File: config.mk
export PLATFORM = sky130hd
export DESIGN_NAME = uhist_out_fifo
export DESIGN_NICKNAME = d
export VERILOG_FILES = /design/src/rtl/uniform_bin_histogram_assert.svh /design/src/rtl/uhist_pkg.sv /design/src/rtl/uhist_out_fifo.sv
export SDC_FILE = /design/constraint.sdc
export NUM_CORES = 1
export LEC_CHECK = 0
export BUFFER_PORTS_ARGS = -buffer_cell sky130_fd_sc_hd__buf_4
export CAP_MARGIN = 20
export CORE_MARGIN = 4
export CORE_UTILIZATION = 40
export DETAILED_ROUTE_END_ITERATION = 16
export GPL_TIMING_DRIVEN = 0
export SYNTH_ARGS = -nofsm -noshare
export SYNTH_HDL_FRONTEND = slang
export SYNTH_SLANG_ARGS = --single-unit
File: constraint.sdc
create_clock -name clk -period 8.8 [get_ports clk]
set_input_delay 1.32 -clock clk [delete_from_list [all_inputs] [get_ports clk]]
set_output_delay 1.32 -clock clk [all_outputs]
set_load 0.005 [all_outputs]
File: src/rtl/uniform_bin_histogram_assert.svh
// ----------------------------------------------------------------------------
// Uniform bin histogram assertion macros
// Concurrent assertion wrappers. They expand to nothing in synthesis builds.
// ----------------------------------------------------------------------------
`ifndef UNIFORM_BIN_HISTOGRAM_ASSERT_SVH
`define UNIFORM_BIN_HISTOGRAM_ASSERT_SVH

`ifndef SYNTHESIS
// Same-cycle implication.
`define UHIST_ASSERT_IMPL(label, clk, rst, ante, cons) \
  label: assert property (@(posedge clk) disable iff (rst) (ante) |-> (cons)) \
    else $error("uhist assertion failed");
// Next-cycle implication.
`define UHIST_ASSERT_NEXT(label, clk, rst, ante, cons) \
  label: assert property (@(posedge clk) disable iff (rst) (ante) |=> (cons)) \
    else $error("uhist assertion failed");
`else
`define UHIST_ASSERT_IMPL(label, clk, rst, ante, cons)
`define UHIST_ASSERT_NEXT(label, clk, rst, ante, cons)
`endif

`endif

File: src/rtl/uhist_pkg.sv
`default_nettype none
// ----------------------------------------------------------------------------
// Uniform bin histogram package
// Widths, command and register codes, and the types shared between modules.
// ----------------------------------------------------------------------------
package uhist_pkg;

  localparam int BINS_MAX_DEF    = 256;
  localparam int COUNT_WIDTH_DEF = 32;

  localparam int CMD_W       = 2;
  localparam int SAMPLE_W    = 32;
  localparam int IDX_W       = 8;
  localparam int SCALE_W     = 32;
  localparam int BIN_COUNT_W = 9;
  localparam int OUT_COUNT_W = 32;
  localparam int CFG_IDX_W   = 2;
  localparam int CFG_DATA_W  = 32;

  // Depth of the result queue; it also bounds the items in flight.
  localparam int FIFO_DEPTH = 8;

  localparam logic [CMD_W-1:0] CMD_ADD        = 2'd0;
  localparam logic [CMD_W-1:0] CMD_READ       = 2'd1;
  localparam logic [CMD_W-1:0] CMD_READ_CLEAR = 2'd2;

  localparam logic [CFG_IDX_W-1:0] REG_MIN_VALUE = 2'd0;
  localparam logic [CFG_IDX_W-1:0] REG_BIN_SCALE = 2'd1;
  localparam logic [CFG_IDX_W-1:0] REG_BIN_COUNT = 2'd2;

  localparam logic [SAMPLE_W-1:0]    MIN_VALUE_RST = 32'd0;
  localparam logic [SCALE_W-1:0]     BIN_SCALE_RST = 32'h0001_0000;
  localparam logic [BIN_COUNT_W-1:0] BIN_COUNT_RST = 9'd256;

  // One operation heading for the bin memory.
  typedef struct packed {
    logic             valid;
    logic [CMD_W-1:0] cmd;
    logic             touch;   // the memory entry is read (and maybe written)
    logic [IDX_W-1:0] sel;     // bin reported with the result
  } uhist_op_t;

  // One finished result.
  typedef struct packed {
    logic                   valid;
    logic [IDX_W-1:0]       sel;
    logic [OUT_COUNT_W-1:0] count;
  } uhist_res_t;

endpackage
`default_nettype wire

File: src/rtl/uhist_out_fifo.sv
`default_nettype none
// ----------------------------------------------------------------------------
// Result queue
// Small register queue that holds results until the output side takes them.
// ----------------------------------------------------------------------------
module uhist_out_fifo (
  input  logic                              clk,
  input  logic                              rst,
  input  uhist_pkg::uhist_res_t             res,
  output logic                              out_valid,
  input  logic                              out_stall,
  output logic [uhist_pkg::IDX_W-1:0]       bin_selected,
  output logic [uhist_pkg::OUT_COUNT_W-1:0] count
);
  import uhist_pkg::*;

  localparam int PTR_W = $clog2(FIFO_DEPTH);
  localparam int CNT_W = $clog2(FIFO_DEPTH + 1);

  logic [IDX_W-1:0]       sel_q [FIFO_DEPTH];
  logic [OUT_COUNT_W-1:0] cnt_q [FIFO_DEPTH];
  logic [PTR_W-1:0]       wr_ptr;
  logic [PTR_W-1:0]       rd_ptr;
  logic [CNT_W-1:0]       fill;
  logic                   pop;

  assign pop = out_valid && !out_stall;

  always_ff @(posedge clk) begin
    if (res.valid) begin
      sel_q[wr_ptr] <= res.sel;
      cnt_q[wr_ptr] <= res.count;
    end
  end

  always_ff @(posedge clk) begin
    if (rst) begin
      wr_ptr <= '0;
      rd_ptr <= '0;
      fill   <= '0;
    end else begin
      if (res.valid) begin
        wr_ptr <= wr_ptr + 1'b1;
      end
      if (pop) begin
        rd_ptr <= rd_ptr + 1'b1;
      end
      if (res.valid && !pop) begin
        fill <= fill + 1'b1;
      end else if (pop && !res.valid) begin
        fill <= fill - 1'b1;
      end
    end
  end

  assign out_valid    = (fill != '0);
  assign bin_selected = sel_q[rd_ptr];
  assign count        = cnt_q[rd_ptr];

endmodule
`default_nettype wire

==> run summary <==
Synth area leader: edfxtp_1
Util after Layout: 49.3%
R2R Path Start: fill[1]$_SDFFE_PP0P_
setup TNS: 0 ns
fin crit share: 44.8%
hold path start: rd_ptr[1]$_SDFFE_PP0P_
Reg2Reg Setup Slack: 5.82 ns
crit start category: register
initial antenna violation count: 0
worst hold path type: register to register
Starting Density: 40.8%
worst path cell trace: clkbuf_1 > clkbuf_1 > mux4_1 > mux2_2 > buf_4
hold path depth: 2
CP Capture Type: output port
Fillers: 2,517
cells on worst reg2reg path: 10
Root Buffer: clkbuf_16
top cell type's share of synthesized area: 74.3%
postcts setup bufs: 0
post-route cell area: 15,600 um2
nets@finish: 726
max-slew violation count: 0
clk sinks: 333
DIE AREA: 35,300 um2
CP most frequent cell: clkbuf_1
count leader, synth: edfxtp_1
clk_lat worst skew: 0.51 ns
Clock transition at path regs: 0.06 ns
DIE WIDTH: 188 um
first-pass GRT wire length: 37,700 um
FFs w/ async S/R, synth: 0%
Core Region: 31,700 um2
Final setup viols: 0
Worst slew margin: 44.6%
Placed Area: 14,500 um2
sequential cell area: 9870 um2
Seq/Total Area, Yosys: 76.3%
detailed-route wire length: 25,700 um
DIE HEIGHT: 188 um
Overall Global Routing Usage: 14.5%
Post-Syn Area: 12,900 um2
Yosys reg bits: 333
row cnt: 65
IO Pins: 85
largest net degree at the start of global routing: 22
Syn. warnings: 0
Synth Net Count: 583
EDFF count, synth: 320
crit path time final: 3.94 ns
commonest cells in the netlist: edfxtp_1, mux4_1, mux2_2
Critical Path RT: 7.48 ns
antenna-violating nets left: 0
MaxCap Viol Count: 0
share of post-route cells with drive strength above 1: 30.2%
worst slew pin tran: 0.829 ns
Clock Path Buffers: 3
Port Buffers: 84
worst hold slack: 0.519 ns
final total power: 4.12 mW
Starting DRT DRC Count: 376
vias per cell: 5.22
CP max stage cell: clkbuf_1
Power Density: 264 nW/um2
Main synth FF type: edfxtp_1
synthesized instance count: 533
Static Leak: 5.19 nW
CTS Buf Count: 36
Worst Path Max Fanout: 10
CTS H-tree depth: 2
grt total ovfl: 0
run status: finished clean
vias in the first global route: 6,134
CP Class: register to output port
syn avg cell area: 24.3 um2
Vias: 5,773
Max VDD drop: 0.000155 V
WHS Endpoint: rd_ptr[1]$_SDFFE_PP0P_
routed len/inst: 23.3 um
crit path DAT: 2.62 ns
GP Congestion: 0.673
number of remaining DRC errors: 0
synth unique cells: 24
dpl hpwl: 15,800 um
f_max: 254 MHz
hold buffer count at CTS: 0
largest cells by area after synthesis: edfxtp_1, mux4_1, mux2_2
worst clock skew: 0.0176 ns
worst stage delay on the critical path: 0.62 ns
first-pass iteration count of the detailed router: 4
CTS-repair resized insts: 0
r2r endpoint: fill[3]$_SDFFE_PP0P_
CTS tree: built
multi-input logic area: 2950 um2
Fin. Hold Viols: 0
synthesis-to-finish area growth: 20.8%
unrepaired setup endpoints after global routing: false
[layout by cell type, fill, tap and decap left out, types with 2 or more instances in the layout]
| cell | netlist | final |
|---|---|---|
| clkbuf_16 | 0 | 37 |
| nor3_2 | 0 | 2 |
| buf_4 | 0 | 84 |
| inv_6 | 0 | 2 |
| dfxtp_1 | 13 | 13 |
| clkbuf_1 | 15 | 23 |
| xnor2_1 | 4 | 4 |
| a21oi_1 | 3 | 3 |
| buf_6 | 9 | 19 |
| bufinv_16 | 0 | 3 |
| xor2_1 | 2 | 2 |
| buf_16 | 0 | 5 |
| nor2_1 | 19 | 13 |
| buf_12 | 0 | 5 |
| mux2_2 | 41 | 41 |
| ha_1 | 5 | 5 |
| nand2_1 | 4 | 4 |
| mux4_1 | 80 | 80 |
| clkinv_2 | 0 | 3 |
| nand2b_1 | 3 | 3 |
| clkinv_1 | 0 | 8 |
| edfxtp_1 | 320 | 320 |
| mux2i_1 | 2 | 2 |
| clkinvlp_4 | 0 | 4 |
| inv_1 | 3 | 3 |
| nor2_4 | 0 | 6 |
[state kept, by name, indices dropped and copies added (netlist names), named ones only]
signal and count:
cnt_q 256, fill 4, rd_ptr 3, sel_q 64, wr_ptr 3
[critical path: cells and delay by family, from the launching register on]
| family | cells | cell delay (ns) |
|---|---|---|
| DFF | 1 | 0.32 |
| buffers and inverters | 3 | 1.09 |
| muxes | 2 | 0.71 |
[worst max-delay path by stage]
stage | endpoint | slack (ns) | depth (start not counted) | startpoint
2_1_floorplan | cnt_q[0][0]$_DFFE_PP_ | 4.16 | 2 | res[40]
3_3_place_gp | cnt_q[0][5]$_DFFE_PP_ | 0.62 | 3 | res[40]
3_5_place_dp | bin_selected[4] | 5.34 | 5 | register
4_1_cts | count[26] | 4.80 | 5 | register
5_1_grt | bin_selected[4] | 4.73 | 5 | register
6_report | bin_selected[4] | 4.86 | 5 | register
[layer usage]
metal  GRT usage (%)  vias to the layer above  part of all wire, %  wire [um]
li1                -                     2619                    -          -
met1            17.6                     2988                   40      10300
met2            26.5                      133                   54      13800
met3            3.16                       33                  4.9       1250
met4            3.27                        0                  1.4        361
met5               0                        -                    0          0
[report_power, final]
group	switching [mW]	internal (mW)	total (mW)
registers	0.0206	1.79	1.81
logic	0.382	0.500	0.882
clock network	0.566	0.860	1.43
total	0.968	3.15	4.12
[stage by stage]
| stage | worst slack [ns] | instances |
|---|---|---|
| after floorplan | 4.16 | 533 |
| after detailed placement | 5.34 | 1040 |
| after global routing | 4.73 | 1105 |
| after global placement | 0.618 | 1019 |
| final | 4.86 | 1106 |
| after CTS | 4.80 | 1105 |
[cell families (layout without fill, tap and decap cells)]
family | after synthesis | in the layout | synth area share, %
multiplexers | 123 | 123 | 20.0
adder cells (fa/ha/maj) | 6 | 6 | 0.639
XOR/XNOR | 6 | 6 | 0.406
other | 0 | 1 | 0
buffers and inverters | 27 | 197 | 1.31
AND/OR/NAND/NOR | 32 | 32 | 1.08
AO/OA/AOI/OAI | 6 | 6 | 0.261
flip-flops | 333 | 333 | 76.3
[final cells by class]
class	instances	area share [%]
flip-flops and latches	333	63.2
multi-input cells	173	18.9
repair buffers	105	6.37
clock buffers	45	6.12
well taps	402	3.22
clock inverters	20	1.17
plain buffers	24	1.01
inverters	3	0.0721
diodes	1	0.0160
Note: power is estimated with default switching activity, not from simulation.
