<file path="src/rtl/uniform_bin_histogram_assert.svh">
// ----------------------------------------------------------------------------
// Uniform bin histogram assertion macros
// Concurrent assertion wrappers. They expand to nothing in synthesis builds.
// ----------------------------------------------------------------------------
`ifndef UNIFORM_BIN_HISTOGRAM_ASSERT_SVH
`define UNIFORM_BIN_HISTOGRAM_ASSERT_SVH

`ifndef SYNTHESIS
// Same-cycle implication.
`define UHIST_ASSERT_IMPL(label, clk, rst, ante, cons) \
  label: assert property (@(posedge clk) disable iff (rst) (ante) |-> (cons)) \
    else $error("uhist assertion failed");
// Next-cycle implication.
`define UHIST_ASSERT_NEXT(label, clk, rst, ante, cons) \
  label: assert property (@(posedge clk) disable iff (rst) (ante) |=> (cons)) \
    else $error("uhist assertion failed");
`else
`define UHIST_ASSERT_IMPL(label, clk, rst, ante, cons)
`define UHIST_ASSERT_NEXT(label, clk, rst, ante, cons)
`endif

`endif

</file>
<file path="src/rtl/uhist_pkg.sv">
`default_nettype none
// ----------------------------------------------------------------------------
// Uniform bin histogram package
// Widths, command and register codes, and the types shared between modules.
// ----------------------------------------------------------------------------
package uhist_pkg;

  localparam int BINS_MAX_DEF    = 256;
  localparam int COUNT_WIDTH_DEF = 32;

  localparam int CMD_W       = 2;
  localparam int SAMPLE_W    = 32;
  localparam int IDX_W       = 8;
  localparam int SCALE_W     = 32;
  localparam int BIN_COUNT_W = 9;
  localparam int OUT_COUNT_W = 32;
  localparam int CFG_IDX_W   = 2;
  localparam int CFG_DATA_W  = 32;

  // Depth of the result queue; it also bounds the items in flight.
  localparam int FIFO_DEPTH = 8;

  localparam logic [CMD_W-1:0] CMD_ADD        = 2'd0;
  localparam logic [CMD_W-1:0] CMD_READ       = 2'd1;
  localparam logic [CMD_W-1:0] CMD_READ_CLEAR = 2'd2;

  localparam logic [CFG_IDX_W-1:0] REG_MIN_VALUE = 2'd0;
  localparam logic [CFG_IDX_W-1:0] REG_BIN_SCALE = 2'd1;
  localparam logic [CFG_IDX_W-1:0] REG_BIN_COUNT = 2'd2;

  localparam logic [SAMPLE_W-1:0]    MIN_VALUE_RST = 32'd0;
  localparam logic [SCALE_W-1:0]     BIN_SCALE_RST = 32'h0001_0000;
  localparam logic [BIN_COUNT_W-1:0] BIN_COUNT_RST = 9'd256;

  // One operation heading for the bin memory.
  typedef struct packed {
    logic             valid;
    logic [CMD_W-1:0] cmd;
    logic             touch;   // the memory entry is read (and maybe written)
    logic [IDX_W-1:0] sel;     // bin reported with the result
  } uhist_op_t;

  // One finished result.
  typedef struct packed {
    logic                   valid;
    logic [IDX_W-1:0]       sel;
    logic [OUT_COUNT_W-1:0] count;
  } uhist_res_t;

endpackage
`default_nettype wire

</file>
<file path="src/rtl/uhist_bin_calc.sv">
`default_nettype none
// ----------------------------------------------------------------------------
// Bin address calculation
// Subtracts the lower edge, scales by a 32x32 multiply and clamps the bin.
// ----------------------------------------------------------------------------
module uhist_bin_calc #(
  parameter int BINS_MAX = uhist_pkg::BINS_MAX_DEF,
  localparam int BIN_W = $clog2(BINS_MAX)
) (
  input  logic                              clk,
  input  logic                              rst,
  input  logic                              take,
  input  logic [uhist_pkg::CMD_W-1:0]       command,
  input  logic [uhist_pkg::SAMPLE_W-1:0]    sample,
  input  logic [uhist_pkg::IDX_W-1:0]       bin_index,
  input  logic [uhist_pkg::SAMPLE_W-1:0]    min_value,
  input  logic [uhist_pkg::SCALE_W-1:0]     bin_scale,
  input  logic [uhist_pkg::BIN_COUNT_W-1:0] bin_count,
  output uhist_pkg::uhist_op_t              op,
  output logic [BIN_W-1:0]                  addr
);
  import uhist_pkg::*;

  localparam int BCW = (BIN_W + 1 > BIN_COUNT_W) ? BIN_W + 1 : BIN_COUNT_W;
  localparam int IXW = (BIN_W > IDX_W) ? BIN_W : IDX_W;

  logic [SAMPLE_W:0]      diff;
  logic                   s1_valid;
  logic [CMD_W-1:0]       s1_cmd;
  logic [IDX_W-1:0]       s1_idx;
  logic                   s1_pos;
  logic [SAMPLE_W-1:0]    s1_diff;
  logic [2*SCALE_W-1:0]   prod;
  logic                   s2_valid;
  logic [CMD_W-1:0]       s2_cmd;
  logic [IDX_W-1:0]       s2_idx;
  logic [SCALE_W-1:0]     s2_bin;
  logic [BCW-1:0]         bc_ext;
  logic [BIN_W-1:0]       last;
  logic [BIN_W-1:0]       bin_clamped;
  logic [IXW-1:0]         idx_ext;
  logic [IXW-1:0]         bin_ext;
  logic                   in_range;

  // Sign-extended difference; positive values fit in 32 unsigned bits.
  assign diff = {sample[SAMPLE_W-1], sample} - {min_value[SAMPLE_W-1], min_value};

  always_ff @(posedge clk) begin
    if (rst) begin
      s1_valid <= 1'b0;
      s2_valid <= 1'b0;
    end else begin
      s1_valid <= take;
      s2_valid <= s1_valid;
    end
  end

  always_ff @(posedge clk) begin
    if (take) begin
      s1_cmd  <= command;
      s1_idx  <= bin_index;
      s1_pos  <= !diff[SAMPLE_W] && (diff != '0);
      s1_diff <= diff[SAMPLE_W-1:0];
    end
  end

  assign prod = (2*SCALE_W)'(s1_diff) * (2*SCALE_W)'(bin_scale);

  always_ff @(posedge clk) begin
    s2_cmd <= s1_cmd;
    s2_idx <= s1_idx;
    s2_bin <= s1_pos ? prod[2*SCALE_W-1:SCALE_W] : '0;
  end

  // Last bin in use: a count of zero acts as one, a count past the store as
  // the whole store.
  always_comb begin
    bc_ext = BCW'(bin_count);
    if (bc_ext == '0) begin
      last = '0;
    end else if (bc_ext > BCW'(BINS_MAX)) begin
      last = BIN_W'(BINS_MAX - 1);
    end else begin
      last = BIN_W'(bc_ext - 1'b1);
    end
  end

  assign bin_clamped = (s2_bin > 32'(last)) ? last : s2_bin[BIN_W-1:0];
  assign idx_ext     = IXW'(s2_idx);
  assign bin_ext     = IXW'(bin_clamped);
  assign in_range    = 32'(s2_idx) < 32'(BINS_MAX);

  always_comb begin
    op.valid = s2_valid;
    op.cmd   = s2_cmd;
    unique case (s2_cmd)
      CMD_ADD: begin
        op.touch = 1'b1;
        op.sel   = bin_ext[IDX_W-1:0];
        addr     = bin_clamped;
      end
      CMD_READ, CMD_READ_CLEAR: begin
        op.touch = in_range;
        op.sel   = s2_idx;
        addr     = idx_ext[BIN_W-1:0];
      end
      default: begin
        op.touch = 1'b0;
        op.sel   = s2_idx;
        addr     = idx_ext[BIN_W-1:0];
      end
    endcase
  end

endmodule
`default_nettype wire

</file>
<file path="config.mk">
export PLATFORM = sky130hd
export DESIGN_NAME = uhist_bin_calc
export DESIGN_NICKNAME = d
export VERILOG_FILES = /design/src/rtl/uniform_bin_histogram_assert.svh /design/src/rtl/uhist_pkg.sv /design/src/rtl/uhist_bin_calc.sv
export SDC_FILE = /design/constraint.sdc
export NUM_CORES = 2
export LEC_CHECK = 0
export BUFFER_PORTS_ARGS = -buffer_cell sky130_fd_sc_hd__buf_2
export CAP_MARGIN = 20
export CORE_ASPECT_RATIO = 0.9
export CORE_UTILIZATION = 65
export CTS_CLUSTER_SIZE = 20
export DETAILED_ROUTE_END_ITERATION = 8
export HOLD_SLACK_MARGIN = 0.15
export PLACE_DENSITY_LB_ADDON = 0.08
export SYNTH_ARGS = -nofsm -noshare
export SYNTH_HDL_FRONTEND = slang
export SYNTH_SLANG_ARGS = --single-unit
</file>
<file path="constraint.sdc">
create_clock -name clk -period 23.9 [get_ports clk]
set_clock_uncertainty 0.15 [all_clocks]
set_input_delay 2.39 -clock clk [delete_from_list [all_inputs] [get_ports clk]]
set_output_delay 2.39 -clock clk [all_outputs]
set_load 0.1 [all_outputs]
</file>
==> impl_metrics.toml <==
[outcome]
status = "complete, no violations"

[detailed_routing]
wl_mm = 97.0
via_count = 27800
antenna_left = 0
wl_per_cell_um = 19.8
drc = 0
vias_per_cell = 5.67
dr.first_iter.drc_count = 2011
first_pass_iters = 5

[grt]
grt_usage = 0.348
grt_overflow_total = 0
grt_pass1_wl_mm = 159
grt_pass1_vias = 29500
grt_max_degree = 45
antenna_found_initial = 3

[final_layout]
n_fill_cell = 4665
area_delta_synth_final_pct = 3.50
final_area_um2 = 39100
fin_util = 0.684
layout_commonest_cell = "inv_1"
nets = 5439
drive_above_1_share = 0.0506
mostFrequentLayoutCells = "inv_1, fa_1, and2_1"

[timing]
fmax_ghz = 0.0975
finalHoldViolations = 0
maxSlewHeadroom = 0.345
timing.setup.tns_ps = 0
min_period_over_period = 0.429
min_period_ps = 10260
tightest_slew_ps = 983
slew_viol_final = 0
setup_violations = 0
rsz0062_at_grt = "no"

[yosys]
synth-edff-count = 43
synth_compound_area_frac = 0.0563
syn_nets = 5477
seq_area_frac_synth = 0.0575
yosys.area_share.adder = 0.575
async_reset_ff_frac = 0
syn_inst = 4160
synth_xor_area_frac = 0.0141
ys_ff_latch = 87
synthMuxAreaShare = 0.00308
synth.distinct_cells = 75
synth_top_family_by_area = "adder cells"
netlist_area_um2 = 37800
ys_dominant_reg_cell = "dfxtp_1"
synth.avg_cell_area_um2 = 9.09
synthSimpleGateAreaFrac = 0.178
yosysWarnings = 0

[die]
die_h_um = 231
ios = 138
core_area_um2 = 57200
start_util = 0.661
dieArea_um2 = 59100
rows = 83
die-width_um = 256

[run]
drv_cap = 0

[critical_path]
critPathArrivalTime_ps = 10300
crit_type = "in2reg"
startpoint_type = "input pin"
crit_path_end_kind = "register"
path_max_fanout = 32
required_ps = 23940

[placement]
place.gp.congestion = 0.903
portBuffers = 137
post_dp_cell_area_um2 = 38900
dp_hpwl_mm = 73.3

[cts]
cts_buffers = 9
post-cts-setup-buffers = 0
cts_hold_buf = 0
clk_pin_slew_ps = 70
cts_resized = 0
clk_latency_ps = 340
cts_tree = "done"
cts.root.buffer_cell = "clkbuf_16"
cts_buffer_depth = 2
cts.sinks = 87
h-tree-depth = 3

[hold_path]
hp-class = "reg2reg"
-- cell usage after synthesis, drive strengths merged, types with 6 or more instances --
cell    instances  share of area
and2          594          0.098
a211oi         13         0.0027
clkbuf        213          0.021
inv           941          0.093
xnor2          41         0.0095
o21ai          68         0.0093
nor3           22         0.0029
a31oi          14         0.0023
o21a           14         0.0028
a21oi          89          0.012
nand2         504          0.050
ha            303           0.10
edfxtp         43          0.034
xor2           20         0.0046
nor4           11         0.0018
dfxtp          44          0.023
nor2           85         0.0085
mux2i           6         0.0016
nand2b         12         0.0020
o211ai          8         0.0016
nand3          27         0.0036
o21bai         13         0.0027
or3             7         0.0012
and3            9         0.0015
fa            896           0.47
a21o           59          0.012
nor2b          12         0.0020
nand4          19         0.0031
-- layer usage --
layer	share of wire	global-route usage
met5	0	0
met2	0.45	0.537
met3	0.11	0.0851
met1	0.41	0.492
met4	0.028	0.0941
-- flip-flops by register name (all words and copies together), names as in the netlist --
signal / count
s2_bin: 32
s2_cmd: 2
s1_cmd: 2
s1_diff: 32
s2_valid: 1
idx_ext: 8
s1_idx: 8
s1_valid: 1
s1_pos: 1
-- through the flow --
step	worst slack, ps	hold slack (ps)	cells
floorplan	13790	173	4160
global placement	13480	173	4876
detailed placement	13390	177	4876
CTS	13740	188	4892
global route	13340	200	4892
finish	13640	191	4894
-- worst max-delay path, cell delays in order --
cell and delay [ps]:
buf_2 650, nand2_1 180, fa_1 540, fa_1 540
inv_1 50, fa_1 480, fa_1 610, fa_1 440
fa_1 450, fa_1 500, inv_1 90, fa_1 500
inv_1 50, ha_1 370, a21oi_1 240, o21bai_1 120
a21o_1 270, a2111oi_0 350, o21ai_0 410, a21o_1 310
a41o_1 300, a21boi_0 220, xor2_1 170, nor2_1 50
-- cell families after synthesis --
family	Yosys count
and+or+nand+nor	1317
adders and majority gates	1200
xor gates and xnor gates	61
buffers and inverters	1160
muxes	11
AOI/OAI and AO/OA	324
DFF	87
-- final cells by class --
cell class              instances  area (um2)  share of cell area
flip-flops and latches         87        2170              0.0555
diodes                          2        5.00            0.000128
multi-input cells            2913       31300               0.799
clock buffers                  10         229             0.00585
repair buffers                170         933              0.0239
clock inverters                 6        37.5            0.000959
inverters                     941        3530              0.0903
well taps                     765         957              0.0245
-- path summary, 6_finish.rpt --
check / start / end / slack, ps / depth (start not counted)
setup / recovery: bin_scale[17] / s2_bin[26] / 13640 / 24
hold / removal: s1_idx[2] / idx_ext[2] / 190 / 0
setup reg to reg: s1_diff[4] / s2_bin[31] / 15380 / 29
hold reg to reg: s1_idx[2] / idx_ext[2] / 190 / 0
Power is left out: the tool's default activity adds up to more than one toggle a clock period on the data nets, which glitch-free logic cannot reach.
